===== config.mk =====
export PLATFORM = sky130hd
export DESIGN_NAME = beat_interval_rate_averager
export DESIGN_NICKNAME = d
export VERILOG_FILES = /design/src/design/bira_pkg.sv /design/src/design/beat_interval_rate_averager.sv /design/src/design/bira_div.sv /design/src/design/bira_seq.sv
export SDC_FILE = /design/constraint.sdc
export NUM_CORES = 1
export LEC_CHECK = 0
export ABC_AREA = 1
export BUFFER_PORTS_ARGS = -buffer_cell sky130_fd_sc_hd__clkbuf_2
export CORE_ASPECT_RATIO = 0.75
export CORE_MARGIN = 2
export CORE_UTILIZATION = 50
export DETAILED_ROUTE_END_ITERATION = 10
export HOLD_SLACK_MARGIN = 0.06
export PLACE_DENSITY = 0.74
export SKIP_CTS_REPAIR_TIMING = 1
export SLEW_MARGIN = 20
export SYNTH_ARGS = -nofsm -noshare
export SYNTH_HDL_FRONTEND = slang
export SYNTH_HIERARCHICAL = 1
export SYNTH_SLANG_ARGS = --single-unit

===== constraint.sdc =====
create_clock -name clk -period 4.3 [get_ports clk]
set_input_delay 0.215 -clock clk [delete_from_list [all_inputs] [get_ports clk]]
set_output_delay 0.215 -clock clk [all_outputs]
set_load 0.1 [all_outputs]

===== src/design/bira_pkg.sv =====
package bira_pkg;

  localparam int IN_TDATA_W  = 32;
  localparam int OUT_TDATA_W = 16;
  localparam int CFG_ADDR_W  = 3;
  localparam int CFG_DATA_W  = 32;
  localparam int BPM_W       = 8;
  localparam int RATE_W      = 8;
  localparam int AVG_W       = 11;
  localparam int DIV_W       = 16;
  localparam int DIV_CNT_W   = 4;
  localparam int PC_W        = 3;

  localparam logic [IN_TDATA_W-1:0] MIN_INTERVAL   = 32'd236;
  localparam logic [IN_TDATA_W-1:0] MAX_INTERVAL   = 32'd2999;
  localparam logic [DIV_W-1:0]      RATE_NUMERATOR = 16'd60000;

  localparam logic [BPM_W-1:0] ALARM_LOW_RESET  = 8'd40;
  localparam logic [BPM_W-1:0] ALARM_HIGH_RESET = 8'd160;

  // register select, taken from paddr bit 2
  localparam logic REG_ALARM_LOW  = 1'b0;
  localparam logic REG_ALARM_HIGH = 1'b1;

  typedef logic [PC_W-1:0] pc_t;

  localparam pc_t STEP_IDLE      = 3'd0;
  localparam pc_t STEP_CHECK     = 3'd1;
  localparam pc_t STEP_RATE_LOAD = 3'd2;
  localparam pc_t STEP_RATE_WAIT = 3'd3;
  localparam pc_t STEP_UPDATE    = 3'd4;
  localparam pc_t STEP_EMIT      = 3'd5;

  typedef enum logic [2:0] {
    OP_NOP,
    OP_CAPTURE,
    OP_DIV_RATE,
    OP_UPDATE,
    OP_EMIT
  } op_t;

  typedef enum logic [2:0] {
    COND_NEXT,
    COND_WAIT_IN,
    COND_SKIP_REJECT,
    COND_WAIT_DIV,
    COND_WAIT_OUT
  } cond_t;

  typedef struct packed {
    op_t   op;
    cond_t cond;
    pc_t   target;
  } uword_t;

  typedef struct packed {
    logic in_valid;
    logic reject;
    logic div_busy;
    logic out_blocked;
  } seq_stat_t;

  typedef struct packed {
    op_t  op;
    logic en;
    logic in_ready;
  } seq_ctl_t;

  function automatic uword_t ucode_rom(input pc_t pc);
    uword_t w;
    unique case (pc)
      STEP_IDLE:      w = '{op: OP_CAPTURE, cond: COND_WAIT_IN,     target: STEP_IDLE};
      STEP_CHECK:     w = '{op: OP_NOP,     cond: COND_SKIP_REJECT, target: STEP_EMIT};
      STEP_RATE_LOAD: w = '{op: OP_DIV_RATE, cond: COND_NEXT,       target: STEP_IDLE};
      STEP_RATE_WAIT: w = '{op: OP_NOP,     cond: COND_WAIT_DIV,    target: STEP_IDLE};
      STEP_UPDATE:    w = '{op: OP_UPDATE,  cond: COND_NEXT,        target: STEP_IDLE};
      STEP_EMIT:      w = '{op: OP_EMIT,    cond: COND_WAIT_OUT,    target: STEP_IDLE};
      default:        w = '{op: OP_NOP,     cond: COND_NEXT,        target: STEP_IDLE};
    endcase
    return w;
  endfunction

endpackage


===== src/design/beat_interval_rate_averager.sv =====
// beat interval rate averager
// in channel: one transaction per detected beat, in_tdata is the 32-bit ms timestamp.
// the interval to the previous beat (wrapping) gives rate = 60000 / interval; a beat
// with an interval of 236 to 2999 ms is stored in a RING_DEPTH-entry ring.
// out channel: one transaction per beat with the scaled average, accepted flag, alarm.
// cfg port: apb-style, alarm_low_bpm at 0x0, alarm_high_bpm at 0x4, pready always high.
// a small microcode program runs a 16-step radix-2 divider once per stored beat for
// the rate; 8 * sum / RING_DEPTH is a multiply by a constant reciprocal.
// sequence: capture, check, then for a stored beat divider load, divider wait and update,
// then emit; a rejected beat goes straight from check to emit. out_tvalid and in_tready
// rise together, as the emit step loads the output register and returns to idle.
// a result waiting on out_tready does not stop the next beat from being accepted;
// that beat's result waits at its last step until the output register is free.
// reset: alarm limits to 40 and 160 bpm, ring, sum, slot and last timestamp to zero.
module beat_interval_rate_averager import bira_pkg::*; #(
  parameter int RING_DEPTH = 8
) (
  input  logic                   clk,
  input  logic                   rst_n,
  input  logic                   in_tvalid,
  output logic                   in_tready,
  input  logic [IN_TDATA_W-1:0]  in_tdata,     // [31:0] beat_time_ms
  output logic                   out_tvalid,
  input  logic                   out_tready,
  output logic [OUT_TDATA_W-1:0] out_tdata,    // [10:0] avg_bpm_x8, [11] accepted, [12] rate_alarm
  input  logic                   cfg_psel,
  input  logic                   cfg_penable,
  input  logic                   cfg_pwrite,
  input  logic [CFG_ADDR_W-1:0]  cfg_paddr,
  input  logic [CFG_DATA_W-1:0]  cfg_pwdata,
  output logic [CFG_DATA_W-1:0]  cfg_prdata,
  output logic                   cfg_pready
);

  localparam int SUM_W  = $clog2(255 * RING_DEPTH + 1);
  localparam int SLOT_W = $clog2(RING_DEPTH);
  localparam int PROD_W = 2 * DIV_W + 1;
  // floor(x * AVG_RECIP >> AVG_SHIFT) equals floor(x / RING_DEPTH) for any 16-bit x
  localparam int AVG_SHIFT = DIV_W + SLOT_W;
  localparam logic [DIV_W:0] AVG_RECIP =
    (DIV_W+1)'(((64'd1 << AVG_SHIFT) + 64'(RING_DEPTH) - 64'd1) / 64'(RING_DEPTH));

  logic [BPM_W-1:0]      alarm_low_r, alarm_high_r;
  logic [IN_TDATA_W-1:0] last_time_r;
  logic [IN_TDATA_W-1:0] interval_r;
  logic [RATE_W-1:0]     ring_r [RING_DEPTH];
  logic [SLOT_W-1:0]     slot_r;
  logic [SUM_W-1:0]      sum_r;
  logic                  acc_r;
  logic                  out_tvalid_r;
  logic [AVG_W-1:0]      out_avg_r;
  logic                  out_acc_r;
  logic                  out_alarm_r;

  seq_stat_t        stat;
  seq_ctl_t         ctl;
  logic             div_start;
  logic [DIV_W-1:0] div_dividend;
  logic [DIV_W-1:0] div_divisor;
  logic             div_busy;
  logic [DIV_W-1:0] div_quo;
  logic [RATE_W-1:0] rate;
  logic [DIV_W-1:0]  avg_num;
  logic [PROD_W-1:0] avg_prod;
  logic [AVG_W-1:0]  avg_x8;
  logic [SUM_W-1:0] lo_lim, hi_lim;
  logic             alarm;
  logic             cfg_wr;

  assign stat.in_valid    = in_tvalid;
  assign stat.reject      = (interval_r < MIN_INTERVAL) || (interval_r > MAX_INTERVAL);
  assign stat.div_busy    = div_busy;
  assign stat.out_blocked = out_tvalid_r && !out_tready;

  bira_seq u_seq (
    .clk    (clk),
    .rst_n  (rst_n),
    .stat_i (stat),
    .ctl_o  (ctl)
  );

  assign div_start    = ctl.en && (ctl.op == OP_DIV_RATE);
  assign div_dividend = RATE_NUMERATOR;
  assign div_divisor  = interval_r[DIV_W-1:0];

  bira_div u_div (
    .clk      (clk),
    .rst_n    (rst_n),
    .start    (div_start),
    .dividend (div_dividend),
    .divisor  (div_divisor),
    .busy     (div_busy),
    .quotient (div_quo)
  );

  assign rate     = div_quo[RATE_W-1:0];
  assign avg_num  = DIV_W'({sum_r, 3'b000});
  assign avg_prod = PROD_W'(avg_num) * PROD_W'(AVG_RECIP);
  assign avg_x8   = AVG_W'(avg_prod >> AVG_SHIFT);
  assign lo_lim = SUM_W'(alarm_low_r) * SUM_W'(RING_DEPTH);
  assign hi_lim = SUM_W'(alarm_high_r) * SUM_W'(RING_DEPTH);
  assign alarm  = (sum_r != '0) && ((sum_r < lo_lim) || (sum_r > hi_lim));

  assign cfg_wr = cfg_psel && cfg_penable && cfg_pwrite && cfg_pready;

  always_ff @(posedge clk) begin
    if (!rst_n) begin
      alarm_low_r  <= ALARM_LOW_RESET;
      alarm_high_r <= ALARM_HIGH_RESET;
      last_time_r  <= '0;
      slot_r       <= '0;
      sum_r        <= '0;
      acc_r        <= 1'b0;
      out_tvalid_r <= 1'b0;
      for (int i = 0; i < RING_DEPTH; i++) begin
        ring_r[i] <= '0;
      end
    end else begin
      if (cfg_wr) begin
        if (cfg_paddr[2] == REG_ALARM_HIGH) begin
          alarm_high_r <= cfg_pwdata[BPM_W-1:0];
        end else begin
          alarm_low_r <= cfg_pwdata[BPM_W-1:0];
        end
      end
      if (ctl.en && (ctl.op == OP_EMIT)) begin
        out_tvalid_r <= 1'b1;
      end else if (out_tready) begin
        out_tvalid_r <= 1'b0;
      end
      if (ctl.en) begin
        case (ctl.op)
          OP_CAPTURE: begin
            last_time_r <= in_tdata;
            interval_r  <= in_tdata - last_time_r;
            acc_r       <= 1'b0;
          end
          OP_UPDATE: begin
            sum_r          <= sum_r - SUM_W'(ring_r[slot_r]) + SUM_W'(rate);
            ring_r[slot_r] <= rate;
            acc_r          <= 1'b1;
            if (slot_r == SLOT_W'(RING_DEPTH - 1)) begin
              slot_r <= '0;
            end else begin
              slot_r <= slot_r + 1'b1;
            end
          end
          OP_EMIT: begin
            out_avg_r    <= avg_x8;
            out_acc_r    <= acc_r;
            out_alarm_r  <= alarm;
          end
          default: ;
        endcase
      end
    end
  end

  assign in_tready  = ctl.in_ready;
  assign out_tvalid = out_tvalid_r;
  assign out_tdata  = OUT_TDATA_W'({out_alarm_r, out_acc_r, out_avg_r});

  assign cfg_pready = 1'b1;
  assign cfg_prdata = CFG_DATA_W'((cfg_paddr[2] == REG_ALARM_HIGH) ? alarm_high_r : alarm_low_r);

endmodule


===== src/design/bira_div.sv =====
module bira_div import bira_pkg::*; (
  input  logic             clk,
  input  logic             rst_n,
  input  logic             start,
  input  logic [DIV_W-1:0] dividend,
  input  logic [DIV_W-1:0] divisor,
  output logic             busy,
  output logic [DIV_W-1:0] quotient
);

  logic [DIV_W-1:0]     rem_r, rem_nxt;
  logic [DIV_W-1:0]     quo_r, quo_nxt;
  logic [DIV_W-1:0]     dvs_r, dvs_nxt;
  logic [DIV_CNT_W-1:0] cnt_r, cnt_nxt;
  logic                 busy_r, busy_nxt;
  logic [DIV_W:0]       shifted;
  logic [DIV_W:0]       diff;

  // one restoring step per cycle, msb first
  always_comb begin
    shifted  = {rem_r, quo_r[DIV_W-1]};
    diff     = shifted - {1'b0, dvs_r};
    rem_nxt  = rem_r;
    quo_nxt  = quo_r;
    dvs_nxt  = dvs_r;
    cnt_nxt  = cnt_r;
    busy_nxt = busy_r;
    if (start) begin
      rem_nxt  = '0;
      quo_nxt  = dividend;
      dvs_nxt  = divisor;
      cnt_nxt  = '0;
      busy_nxt = 1'b1;
    end else if (busy_r) begin
      if (!diff[DIV_W]) begin
        rem_nxt = diff[DIV_W-1:0];
      end else begin
        rem_nxt = shifted[DIV_W-1:0];
      end
      quo_nxt = {quo_r[DIV_W-2:0], ~diff[DIV_W]};
      cnt_nxt = cnt_r + 1'b1;
      if (cnt_r == DIV_CNT_W'(DIV_W - 1)) begin
        busy_nxt = 1'b0;
      end
    end
  end

  always_ff @(posedge clk) begin
    if (!rst_n) begin
      busy_r <= 1'b0;
      cnt_r  <= '0;
    end else begin
      busy_r <= busy_nxt;
      cnt_r  <= cnt_nxt;
    end
    rem_r <= rem_nxt;
    quo_r <= quo_nxt;
    dvs_r <= dvs_nxt;
  end

  assign busy     = busy_r;
  assign quotient = quo_r;

endmodule


===== src/design/bira_seq.sv =====
module bira_seq import bira_pkg::*; (
  input  logic      clk,
  input  logic      rst_n,
  input  seq_stat_t stat_i,
  output seq_ctl_t  ctl_o
);

  pc_t    pc_r, pc_nxt;
  uword_t uw;
  logic   hold;
  logic   jump;

  assign uw = ucode_rom(pc_r);

  always_comb begin
    hold = 1'b0;
    jump = 1'b0;
    unique case (uw.cond)
      COND_NEXT:        ;
      COND_WAIT_IN:     hold = !stat_i.in_valid;
      COND_SKIP_REJECT: jump = stat_i.reject;
      COND_WAIT_DIV:    hold = stat_i.div_busy;
      COND_WAIT_OUT: begin
        hold = stat_i.out_blocked;
        jump = 1'b1;
      end
      default:          ;
    endcase
    if (hold) begin
      pc_nxt = pc_r;
    end else if (jump) begin
      pc_nxt = uw.target;
    end else begin
      pc_nxt = pc_r + 1'b1;
    end
  end

  always_ff @(posedge clk) begin
    if (!rst_n) begin
      pc_r <= STEP_IDLE;
    end else begin
      pc_r <= pc_nxt;
    end
  end

  assign ctl_o.op       = uw.op;
  assign ctl_o.en       = !hold;
  assign ctl_o.in_ready = (pc_r == STEP_IDLE);

endmodule


; Word level (Yosys, flattened, before mapping)
; Memory sizes are Yosys's and may differ from the RTL's. A register that Yosys moved wholly into a read port is not among the register bits.
; Index checks and enable logic that the tools add are counted.
[word_totals]
memories = 1
rom_bits = 0
output_inout_bits = 51
reg_bits = 165
latchBits = 0
ram_bits = 64
word_cells = 95
[classes]
n_mux = 23
n_shift = 0
add_sub_neg = 7
div = 0
n_reduce_logical = 24
bitwise_logic = 4
eq_ne = 15
n_lt_le_gt_ge = 4
mul = 0
[mem_list]
columns = name, words, word_bits, rd, rd_ports_with_merged_regs, write_ports, line_no
row1 = ring_r, 8, 8, 1, 1, 8, beat_interval_rate_averager.sv:46  ; logic [RATE_W-1:0] ring_r [RING_DEPTH];
[ops]
columns = cell, count
row1 = case mux 9 bit (6 select lines), 1
row2 = "> comparator 32 x 12 -> 1 bit, second input constant", 1
row3 = "< comparator 32 x 8 -> 1 bit, second input constant", 1
row4 = subtractor 32 bit, 1
row5 = "== test 3 x 2 -> 1 bit, second input constant", 6
row6 = subtractor 17 x 16 -> 17 bit, 1
row7 = 2-to-1 mux 16 bit, 1
row8 = 2-to-1 mux 8 bit, 2
row9 = "== test 3 bit, second input constant", 5
row10 = 2-to-1 mux 3 bit, 5
row11 = adder 11 x 8 -> 11 bit, 1
row12 = > comparator 11 bit, 1
row13 = < comparator 11 bit, 1
row14 = 2-to-1 mux 1 bit, 11
row15 = nonzero test 11 bit, 1
row16 = subtractor 11 x 8 -> 11 bit, 1
row17 = AND reduction 2 bit, 5
row18 = "== test 3 x 1 -> 1 bit, second input constant", 3
row19 = OR reduction 8 bit, 1
row20 = "adder 3 x 1 -> 3 bit, second input constant", 2
row21 = logical AND 1 bit, 6
row22 = AND reduction 3 bit, 2
row23 = "adder 4 x 1 -> 4 bit, second input constant", 1
row24 = "== test 4 bit, second input constant", 1
row25 = other kinds (8), 16

; Depth between registers and ports, before layout
[depth]
ltp_word = 9
depth_mapped = 19
depth_no_buf = 18

; By module
; Netlist, hierarchy kept.
[by_module_without_submodules]
columns = module, cells_each, seq_area_each_um2, instances, area_per_inst_um2
row1 = beat_interval_rate_averager, 1386, 4614.4, 1, 10611.4
row2 = bira_div, 455, 1381.3, 1, 3220.6
row3 = bira_seq, 51, 60.1, 1, 332.8

; Least setup slack after synthesis
; Ideal clock, no wire load.
[synth_path]
path_kind = register to register
start = reg u_seq.pc_r[0]
end = reg u_div.quo_r[0], in the netlist u_div/quotient[0] (enable)
t_arrival_ns = 3.407
setup_slack_ns = 0.524
n_path_buf = 0
t_required_ns = 3.931
path_stages_with_launch = 12
setup_ns = 0.369
path_cell_list = dfxtp_1 > ha_1 > ha_1 > inv_8 > nand3_1 > nand3_2 > nand2_2 > inv_1 > nand2_2 > nor3_1 > nor2_1 > inv_1
[synth_lines]
columns = item, line_no
row1 = from (decl), bira_seq.sv:8  ; pc_t pc_r, pc_nxt;
row2 = from (signal assigned), bira_seq.sv:42  ; pc_r <= pc_nxt;
row3 = to (signal assigned), bira_div.sv:57  ; quo_r <= quo_nxt;
row4 = to (decl), bira_div.sv:12  ; logic [DIV_W-1:0] quo_r, quo_nxt;

==> results_dict.tcl <==
set metrics [dict create \
    finalHoldViolations 0 \
    cts_root_cell "sky130_fd_sc_hd__clkbuf_16" \
    areaGrowthSynthToFinish_pct 12.7 \
    cap_viol_max_count 0 \
    power.share.combinational_pct 51.2 \
    slew-limit-headroom_pct 34.0 \
    final.min_clock_period_ns 3.42 \
    synthDistinctLibCells 43 \
    cts.path.max_buffers 3 \
    dr.first_iter.drc_count 866 \
    longest_individual_stage_delay_on_the_worst_path_ns 0.95 \
    placement_rows 53 \
    rsz_0062_raised_after_global_routing "false" \
    power.share.switching_pct 44.7 \
    worstPathBufferInverterCount 4 \
    setup-tns-final_ns 0 \
    postPlaceCellArea_um2 14800 \
    first_global_vias 10700 \
    fillCellCount 2601 \
    clock_power_share_pct 19.0 \
    drive_gt1_share_pct 7.62 \
    detail-route-antenna-nets 0 \
    tightestPinTransition_ns 0.989 \
    power.switching_mw 5.07 \
    place.gp.congestion 0.936 \
    ctsHtreeMaxLevel 1 \
    clock_latency_at_the_later_pin_of_the_worst_skew_pair_ns 0.53 \
    power_per_cell_area_nw_per_um2 711 \
    power.leakage_nw 8.08 \
    worst_r2r_path_depth 15 \
    path_max_fanout 29 \
    met1_capacity_usage_during_global_routing_pct 32.0 \
    residual_drc_count 0 \
    slew_viol_final 0 \
    hold-path-cell-count 3 \
    detailed_place_hpwl_um 23300 \
    yosys_warnings 6 \
    die_footprint_um2 29700 \
    globalRouteOverflowTotal 0 \
    port_buf_inserts 70 \
    hold_path_end "last_time_r[26]" \
    synthArstFlopShare_pct 0 \
    synth_top_flop_cell "sky130_fd_sc_hd__edfxtp_1" \
    finClkSkew_ns 0.00810 \
    cts_tree "built" \
    ys_ff_latch 232 \
    grt_util_met3_pct 2.55 \
    post_synth_inst_count 1892 \
    io_pins 125 \
    worstSetupStartpointType "register" \
    number_of_synthesized_flops_with_an_enable_pin 141 \
    setup_viol_count_final 0 \
    post-route-worst-setup-slack_ns 0.879 \
    mappedNetlistArea_um2 14200 \
    outcome "finished, final reports clean" \
    path_common_cell "sky130_fd_sc_hd__nand2_1" \
    initial_antenna_violation_count 0 \
    globalRoute.busiestLayer "met2" \
    die-width_um 198 \
    diodes 0 \
    arrival_ns 3.85 \
    gr-usage-all-layers_pct 21.4 \
    timing.setup.critical_path_class "reg2reg" \
    vdd.ir_drop.worst_mv 0.695 \
    critical_path.cell_chain "o21ai_0, o32ai_1, nand2_1, nand2_1, fa_1, inv_1, ha_1, inv_1, nand2_1, nand2_1, inv_1, nand2_1, a21oi_1, o21ai_0, inv_1" \
    crit_path_top_delay_cell "sky130_fd_sc_hd__dfxtp_1" \
    vias 11800 \
    dp_cells 2330 \
    fraction_of_the_yosys_area_taken_by_sequential_cells_pct 42.8 \
    grt_first_pass_wirelength_um 51400 \
    period_share_pct 79.6 \
    internal_power_mw 6.28 \
    via_per_inst 4.92 \
    hold_path_startpoint "in_tdata[26]" \
    worstHoldPathType "in2reg" \
    critical_path.endpoint_type "register" \
    detail_route.wl_per_cell_um 13.2 \
    post-route-cell-area_um2 16000 \
    core-area_um2 27900 \
    critical_path_required_ns 4.73 \
    regToRegSetupSlack_ns 0.88 \
    die_y_um 150 \
    clkSlewWorstSetupHoldPaths_ns 0.06 \
    drt_wl_total_um 31800 \
    critPathTopFamily "flip-flops" \
    grt_start_max_net_pins 65 \
    tritoncts.num_buffers 24 \
    post_synth.cell_area_avg_um2 7.49 \
    cts_sinks 232 \
    power_frac_seq_pct 29.8 \
    worst_r2r_endpoint "sum_r[8]" \
    finish.net_count 2169 \
    post-place-ws_ns 0.968 \
    grtUsageMet2_pct 33.4 \
    post_route_insts_no_fill 2405 \
    max_freq_mhz 292 \
    initial_core_util_pct 50.7 \
    firstDrtPassIters 5 \
]
==> power groups by stage <==
stage / clock (mW) / combinational (mW) / sequential (mW)
6_report: 2.16 / 5.81 / 3.38
4_1_cts: 2.19 / 5.73 / 3.38
3_5_place_dp: 0 / 5.69 / 3.43
5_1_grt: 2.28 / 6.65 / 3.44
2_1_floorplan: 0 / 4.48 / 3.34
3_3_place_gp: 0 / 5.57 / 3.41
==> metrics by stage <==
stage	total power [mW]	hold WS [ns]	util (%)
2_1_floorplan	7.81	0.335	-
3_3_place_gp	8.98	0.409	53.1
3_5_place_dp	9.12	0.407	53.1
4_1_cts	11.3	-0.0882	56.1
5_1_grt	12.4	0.0635	57.2
6_report	11.3	0.0171	57.2
==> worst register-to-register path: cells and delay by family, from the launching register on <==
| family | cells | cell delay (ns) |
|---|---|---|
| DFF | 1 | 0.95 |
| buffers and inverters | 4 | 0.29 |
| and+or+nand+nor | 5 | 0.50 |
| adders and majority gates | 2 | 0.73 |
| AOI/OAI and AO/OA | 4 | 0.84 |
==> synthesized netlist by cell type, types with 10 or more instances <==
master	instances	share of area, %
sky130_fd_sc_hd__buf_4	30	1.6
sky130_fd_sc_hd__xnor2_1	10	0.62
sky130_fd_sc_hd__fa_1	10	1.4
sky130_fd_sc_hd__nor2_1	209	5.5
sky130_fd_sc_hd__ha_1	83	7.3
sky130_fd_sc_hd__nand4_1	10	0.44
sky130_fd_sc_hd__nand2_1	558	15
sky130_fd_sc_hd__a21oi_1	100	3.5
sky130_fd_sc_hd__o32ai_1	16	0.99
sky130_fd_sc_hd__clkbuf_1	28	0.74
sky130_fd_sc_hd__nand3_1	81	2.9
sky130_fd_sc_hd__dfxtp_1	91	13
sky130_fd_sc_hd__inv_1	324	8.6
sky130_fd_sc_hd__edfxtp_1	141	30
sky130_fd_sc_hd__o21ai_0	99	3.5
sky130_fd_sc_hd__xor2_1	17	1.1
==> layout by cell type, fill, tap and decap left out, types with 4 or more instances in the layout <==
cell                              n
sky130_fd_sc_hd__o21ai_0         99
sky130_fd_sc_hd__nor2_1         207
sky130_fd_sc_hd__edfxtp_1       141
sky130_fd_sc_hd__xor2_1          17
sky130_fd_sc_hd__o21bai_1         4
sky130_fd_sc_hd__nand2_4          9
sky130_fd_sc_hd__nand3_1         81
sky130_fd_sc_hd__clkinv_2         6
sky130_fd_sc_hd__dlygate4sd3_1   31
sky130_fd_sc_hd__nor2_2           5
sky130_fd_sc_hd__fa_1            10
sky130_fd_sc_hd__nor3_1           7
sky130_fd_sc_hd__nand2_1        558
sky130_fd_sc_hd__nor4_1           6
sky130_fd_sc_hd__o32ai_1         16
sky130_fd_sc_hd__clkinv_1         9
sky130_fd_sc_hd__conb_1          44
sky130_fd_sc_hd__ha_1            83
sky130_fd_sc_hd__clkbuf_16       25
sky130_fd_sc_hd__xnor2_1         10
sky130_fd_sc_hd__nand2_2          8
sky130_fd_sc_hd__buf_4            9
sky130_fd_sc_hd__a21oi_1        100
sky130_fd_sc_hd__clkbuf_2        70
sky130_fd_sc_hd__inv_1          324
sky130_fd_sc_hd__nand4_1         10
sky130_fd_sc_hd__clkbuf_1         4
sky130_fd_sc_hd__dfxtp_1         91
==> per-layer routing <==
metal,share of wire (%),up-vias,wire length [um]
met1,48,5342,15400
met4,1.7,0,548
met2,44,332,13900
met3,6.2,44,1980
li1,-,6118,-
met5,0,-,0
==> layout make-up <==
class                   instances  area, um^2  area share [%]
multi-input cells            1298        6620            41.4
flip-flops and latches        232        6060            37.9
inverters                     336        1270            7.95
repair buffers                110         728            4.56
clock buffers                  32         676            4.23
well taps                     385         482            3.02
clock inverters                12         141           0.885
==> how the worst max path moves through the flow <==
| stage | start | cells after the start | endpoint | slack, ns |
|---|---|---|---|---|
| 2_1_floorplan | u_seq/pc_r[0] | 11 | u_div/quotient[0] | 0.52 |
| 3_3_place_gp | register | 14 | sum_r[8] | 0.96 |
| 3_5_place_dp | register | 14 | sum_r[8] | 0.97 |
| 4_1_cts | register | 14 | sum_r[8] | 0.95 |
| 5_1_grt | register | 14 | sum_r[8] | 0.63 |
| 6_report | register | 15 | sum_r[8] | 0.88 |
==> state kept, by name (all words and copies together) (netlist names), 4 cells and up, named ones only <==
| name | count |
|---|---|
| out_avg_r | 11 |
| interval_r | 32 |
| u_div/rem_r | 16 |
| u_div/cnt_r | 4 |
| u_div/quotient | 16 |
| sum_r | 11 |
| u_div/dvs_r | 16 |
| alarm_low_r | 8 |
| last_time_r | 32 |
| ring_r | 64 |
| alarm_high_r | 8 |
==> cells by family after synthesis <==
kind of cell | after synthesis | synth area share, %
AND/OR/NAND/NOR | 905 | 26.3
buffers and inverters | 404 | 11.7
flip-flops | 232 | 42.8
AO/OA/AOI/OAI | 229 | 8.79
adder cells (fa/ha/maj) | 93 | 8.74
XOR/XNOR | 27 | 1.67
other | 2 | 0.0530
Note: power is estimated with default switching activity, not from simulation.
